--- src/design/olid_pkg.sv ---
// ----------------------------------------------------------------------------
// olid_pkg
// Shared types and constants for the ordered list engine.
// ----------------------------------------------------------------------------
package olid_pkg;

    localparam int OLID_CAPACITY   = 64;
    localparam int OLID_DATA_WIDTH = 32;

    localparam int FUNC_W = 2;
    localparam int POS_W  = 7;
    localparam int VAL_W  = 32;
    localparam int ST_W   = 2;
    localparam int LEN_W  = 7;

    localparam logic [ST_W-1:0] ST_OK     = 2'd0;
    localparam logic [ST_W-1:0] ST_FULL   = 2'd1;
    localparam logic [ST_W-1:0] ST_BADPOS = 2'd2;
    localparam logic [ST_W-1:0] ST_NONE   = 2'd3;

    typedef enum logic [FUNC_W-1:0] {
        FN_INSERT = 2'd0,
        FN_DELETE = 2'd1,
        FN_FIND   = 2'd2,
        FN_GET    = 2'd3
    } t_func;

    typedef enum logic [2:0] {
        C_HOLD,
        C_INSERT,
        C_DELETE,
        C_LOAD,
        C_SHIFT
    } t_cell_op;

    typedef struct packed {
        t_cell_op op;
        logic     load_find;
    } t_cell_ctrl;

    typedef struct packed {
        logic [ST_W-1:0]  status;
        logic [POS_W-1:0] found;
        logic [VAL_W-1:0] rd;
        logic [LEN_W-1:0] len;
        logic             empty;
    } t_result;

endpackage

--- src/design/olid_cell.sv ---
// ----------------------------------------------------------------------------
// olid_cell
// One list slot: holds an entry, shifts it up or down with its neighbors,
// and carries a scan tag (hit flag and data) that moves toward the head.
// ----------------------------------------------------------------------------
module olid_cell
    import olid_pkg::*;
#(
    parameter int DATA_WIDTH = OLID_DATA_WIDTH
) (
    input  logic                  i_clk,
    input  t_cell_ctrl            i_ctrl,
    input  logic [DATA_WIDTH-1:0] i_new,
    input  logic [DATA_WIDTH-1:0] i_left,
    input  logic [DATA_WIDTH-1:0] i_right,
    input  logic                  i_right_hit,
    input  logic [DATA_WIDTH-1:0] i_right_data,
    input  logic                  i_ge,
    input  logic                  i_at,
    input  logic                  i_live,
    output logic [DATA_WIDTH-1:0] o_val,
    output logic                  o_hit,
    output logic [DATA_WIDTH-1:0] o_data
);

    logic [DATA_WIDTH-1:0] r_val;
    logic                  r_hit;
    logic [DATA_WIDTH-1:0] r_data;

    always_ff @(posedge i_clk) begin
        case (i_ctrl.op)
            C_INSERT: begin
                if (i_at) begin
                    r_val <= i_new;
                end else if (i_ge) begin
                    r_val <= i_left;
                end
            end
            C_DELETE: begin
                if (i_ge) begin
                    r_val <= i_right;
                end
            end
            C_LOAD: begin
                // find tags live matches, get tags the addressed slot
                r_hit  <= i_ctrl.load_find ? (i_live && (r_val == i_new)) : i_at;
                r_data <= r_val;
            end
            C_SHIFT: begin
                r_hit  <= i_right_hit;
                r_data <= i_right_data;
            end
            default: begin
            end
        endcase
    end

    assign o_val  = r_val;
    assign o_hit  = r_hit;
    assign o_data = r_data;

endmodule

--- config.mk ---
export PLATFORM = sky130hd
export DESIGN_NAME = olid_cell
export DESIGN_NICKNAME = d
export VERILOG_FILES = /design/src/design/olid_pkg.sv /design/src/design/olid_cell.sv
export SDC_FILE = /design/constraint.sdc
export NUM_CORES = 1
export LEC_CHECK = 0
export ABC_AREA = 1
export BUFFER_PORTS_ARGS = -buffer_cell sky130_fd_sc_hd__buf_2
export CAP_MARGIN = 25
export CORE_MARGIN = 4
export CORE_UTILIZATION = 45
export CTS_CLUSTER_SIZE = 14
export DETAILED_ROUTE_END_ITERATION = 10
export PLACE_DENSITY = 0.83
export SETUP_SLACK_MARGIN = 0.5
export SYNTH_ARGS = -nofsm -noshare
export SYNTH_HDL_FRONTEND = slang
export SYNTH_SLANG_ARGS = --single-unit
--- constraint.sdc ---
create_clock -name i_clk -period 6.1 [get_ports i_clk]
set_input_delay 1.22 -clock i_clk [delete_from_list [all_inputs] [get_ports i_clk]]
set_output_delay 1.22 -clock i_clk [all_outputs]
set_load 0.05 [all_outputs]
---- After elaboration in Yosys (flattened, before gate mapping) ----
Index checks and enable logic that the tools add are counted.
word-level totals
  bits in registers ....................... 65
  input port bits ......................... 137
  output and inout port bits .............. 65
  word-level logic and storage cells ...... 21
cells by class
  eq/ne operators ......................... 7
  muxes and demuxes ....................... 7
  reduce and logical (&&, ||, !) cells .... 4
operators by type and width
  cell                  number
  $pmux W32 S2          2
  $mux W32              3
  $eq A32 B32 Y1        1
  $eq A3 B2 Y1 const B  2
  $reduce_bool A2 Y1    2
  $eq A3 B1 Y1 const B  1
  $eq A3 B3 Y1 const B  1
  $ne A3 B3 Y1 const B  1
  $reduce_and A3 Y1     1
  $ne A2 B2 Y1 const B  1
  $pmux W1 S2           1
  $logic_and A1 B1 Y1   1
  $mux W1               1

---- Longest topological paths before layout ----
  word-level depth ........................ 4
  depth in mapped cells ................... 10

---- Worst setup path after synthesis ----
OpenSTA, ideal clock, no wires.
  path kind ............................... input-to-reg
  start point ............................. input i_at
  end point ............................... register r_val[0], in the netlist o_val[0], enable pin
  setup time .............................. 0.511 ns
  data arrival time ....................... 4.734 ns
  slack ................................... 0.855 ns
  cell stages on the path ................. 3
  cell sequence ........................... buf_4 -> nor2_1 -> o41ai_1
on the way
  word-level cells in the longest chain between the ends .. 2
ends and longest elaborated chain
  what                                RTL line         RTL
  from (decl)                         olid_cell.sv:19  input logic i_at,
  $ne A3 B3 Y1 (no source line)       n/a
  $reduce_and A3 Y1 (no source line)  n/a
  to (signal assigned)                olid_cell.sv:34  r_val <= i_new;
  to (signal assigned)                olid_cell.sv:36  r_val <= i_left;
  to (signal assigned)                olid_cell.sv:41  r_val <= i_right;
  to (decl)                           olid_cell.sv:26  logic [DATA_WIDTH-1:0] r_val;
No other way between the ends.
A chain may end at the register's enable or synchronous reset.

---- Worst setup path in the final report ----
  start point ............................. input i_ctrl[2] (netlist name)
  end point ............................... register r_data[20], in the netlist o_data[20], enable pin
on the way
  word-level cells in the longest chain between the ends .. 2
ends and longest elaborated chain
  what                                          RTL line         RTL
  from (decl)                                   olid_cell.sv:12  input t_cell_ctrl i_ctrl,
  $eq A3 B3 Y1 or $eq A3 B2 Y1 (tied branches)  olid_cell.sv:31  case (i_ctrl.op)
  $reduce_bool A2 Y1 (no source line) *         n/a
  to (signal assigned)                          olid_cell.sv:47  r_data <= r_val;
  to (signal assigned)                          olid_cell.sv:51  r_data <= i_right_data;
  to (decl)                                     olid_cell.sv:28  logic [DATA_WIDTH-1:0] r_data;
Every way passes the cells marked *; elsewhere a longest branch is shown, timed or not.

==> impl_metrics.json <==
{
  "synth_top_family_by_area": "simple AND/OR/NAND/NOR gates",
  "clk_latency_ns": 0.33,
  "finalSetupTns_ns": 0,
  "switching_share": 0.305,
  "grt_first_pass_wirelength_um": 17300,
  "cp_top_family": "buffers and inverters",
  "synth-seq-area-share": 0.543,
  "dp_slack_ns": 2.88,
  "wl_met3_um": 825,
  "highest_layer": "met5",
  "critPathMaxFanout": 55,
  "avgViaCountPerCell": 4.81,
  "ir_drop_mv": 0.116,
  "wl_met1_um": 4360,
  "ys_types": 20,
  "drv_cap": 0,
  "cts_sinks": 65,
  "hold_buffers": 0,
  "synth_xor_area_frac": 0.0244,
  "grt_use_total": 0.230,
  "critPathBufInv": 4,
  "grt_pass1_vias": 3533,
  "grt-ovfl-total": 0,
  "synth_area_sq_um": 3600,
  "dr_wl_met2_um": 5580,
  "drcViolationCount": 0,
  "port_buffers": 201,
  "wl_um": 11100,
  "leakagePower_nw": 2.43,
  "arrival_ns": 2.77,
  "cts_resized": 0,
  "outcome": "complete, no violations",
  "relSlewSlack": 0.656,
  "io_pins": 202,
  "drive_above_1_share": 0.357,
  "clkTransAtPathRegs_ns": 0.07,
  "max_freq_mhz": 359,
  "path_depth": 6,
  "numCtsBuffers": 9,
  "vias": 3525,
  "htreeDepth": 3,
  "worstMarginPinSlew_ns": 0.515,
  "worstRegToRegCells": 7,
  "clkPwrFrac": 0.343,
  "slew_viol_final": 0,
  "grt_setup_unrepaired": "no",
  "synthCells": 428,
  "holdCritPathClass": "register to register",
  "fin_crit_ns": 2.78,
  "worst_slack_ns": 3.32,
  "seq_power_share": 0.428,
  "drt_iter0_drc": 264,
  "post_cts.repair.setup_buffers": 0,
  "core_area_sq_um": 7770,
  "worst_setup_path_start_kind": "primary input",
  "ant_nets": 0,
  "hold_viol": 0,
  "dp_cells": 717,
  "crit_path_max_incr_delay_ns": 0.44,
  "holdWs_ns": 0.606,
  "die_w_um": 97.4,
  "fin_crit_sh": 0.457,
  "antenna_cells": 0,
  "die_area_sq_um": 9480,
  "drt_first_pass_iters": 5,
  "area_delta_synth_final_pct": 37.3,
  "grt_start_max_net_pins": 57,
  "yosysWarningCount": 0,
  "required_ns": 6.08,
  "cts_root_buf": "clkbuf_8",
  "crit_path_end_kind": "register",
  "gp_congestion": 0.926,
  "final_cells": 733,
  "final_cell_mix": "buf_2, nand2_1, edfxtp_1",
  "syn-num-nets": 565,
  "dpl.hpwl_um": 8720,
  "syn_area_per_cell_sq_um": 8.40,
  "power_frac_comb": 0.229,
  "fill_cells": 693,
  "wire_per_inst_um": 15.1,
  "cp_common_cell": "buf_4",
  "synth_compound_area_frac": 0.114,
  "cts_tree": "yes",
  "rows": 32,
  "finalPower_mw": 1.28,
  "crit_type": "primary input to register",
  "synthSimpleGateAreaFrac": 0.214,
  "min_delay_path_depth": 2,
  "synth-seq-cells": 65,
  "clockBufferDepth": 2,
  "slowest_stage": "buf_4",
  "p_switching_uw": 391,
  "power.density_nw_per_um2": 260,
  "internal_power_uw": 891,
  "initial_core_util": 0.463,
  "worstPathCellList": "buf_2 -> nor3_4 -> buf_4 -> inv_2 -> nand2_1 -> buf_4",
  "synthMuxAreaShare": 0.0278,
  "synthAdderAreaFrac": 0,
  "layout_commonest_cell": "buf_2",
  "skew_ns": 0.00681,
  "die_height_um": 97.4,
  "setup_viol": 0,
  "grt_antenna_before_repair": 1,
  "nets": 764
}
==> through the flow <==
stage | instance area [sq um] | util
5_1_grt | 4940 | 0.636
3_5_place_dp | 4690 | 0.603
3_3_place_gp | 4670 | 0.601
2_1_floorplan | 3600 | -
4_1_cts | 4920 | 0.633
6_report | 4940 | 0.636
==> path summary, 6_finish.rpt <==
check	start	to	slack [ns]
min	o_val[6]	o_data[6]	0.61
max	i_ctrl[2]	o_data[20]	3.32
max reg2reg	o_val[16]	o_hit	4.77
min reg2reg	o_val[6]	o_data[6]	0.61
==> metal layers <==
layer,vias up,GRT usage
met5,-,0
met4,2,0.0958
met3,26,0.0495
met2,149,0.381
met1,1553,0.292
li1,1795,-
==> worst register-to-register path, stage by stage, from the launching register on <==
cell and delay [ns]:
edfxtp_1 0.43, xnor2_1 0.17, nand3_1 0.08, nor2_1 0.13
nand2_1 0.08, nor2_1 0.10, nand2_1 0.05, a21oi_1 0.13
==> logic make-up (layout without fill, tap and decap cells) <==
kind of cell	after synthesis	in the layout
mux	10	10
flops	65	65
buf+inv	67	270
xor+xnor	10	10
simple gates	195	195
compound gates	81	81
==> power groups by stage <==
stage	sequential [mW]	combinational, mW	clock [mW]
5_1_grt	0.552	0.317	0.466
2_1_floorplan	0.662	0.0874	0
3_3_place_gp	0.558	0.287	0
4_1_cts	0.549	0.293	0.442
3_5_place_dp	0.559	0.292	0
6_report	0.549	0.294	0.439
==> flip-flops by register name (all words and copies together), names as in the netlist <==
name	cells
o_data	32
o_val	32
o_hit	1
==> Yosys cell counts <==
cell      number  area share
o41ai_1        1      0.0024
edfxtp_1      65        0.54
nor2_1        48       0.050
clkbuf_1       6      0.0063
clkbuf_2       2      0.0028
o21ai_0       45       0.063
inv_1         48       0.050
nand3_1        7      0.0097
buf_2          6      0.0084
nor3_4         1      0.0045
nand2_1      134        0.14
nand4_1        4      0.0070
xor2_1         1      0.0024
xnor2_1        9       0.022
mux2i_1       10       0.028
o22ai_1        1      0.0017
nand3_2        1      0.0028
buf_4          4      0.0084
inv_2          1      0.0010
a21oi_1       34       0.047
==> cell type report <==
class	instances	area (sq um)	area share
clock buffer	9	124	0.0251
multi-input combinational	296	1380	0.278
tap	102	128	0.0258
sequential	65	1950	0.395
timing repair buffer	206	1070	0.216
clock inverter	6	108	0.0218
inverter	49	184	0.0372
(Power assumes the default switching activity.)
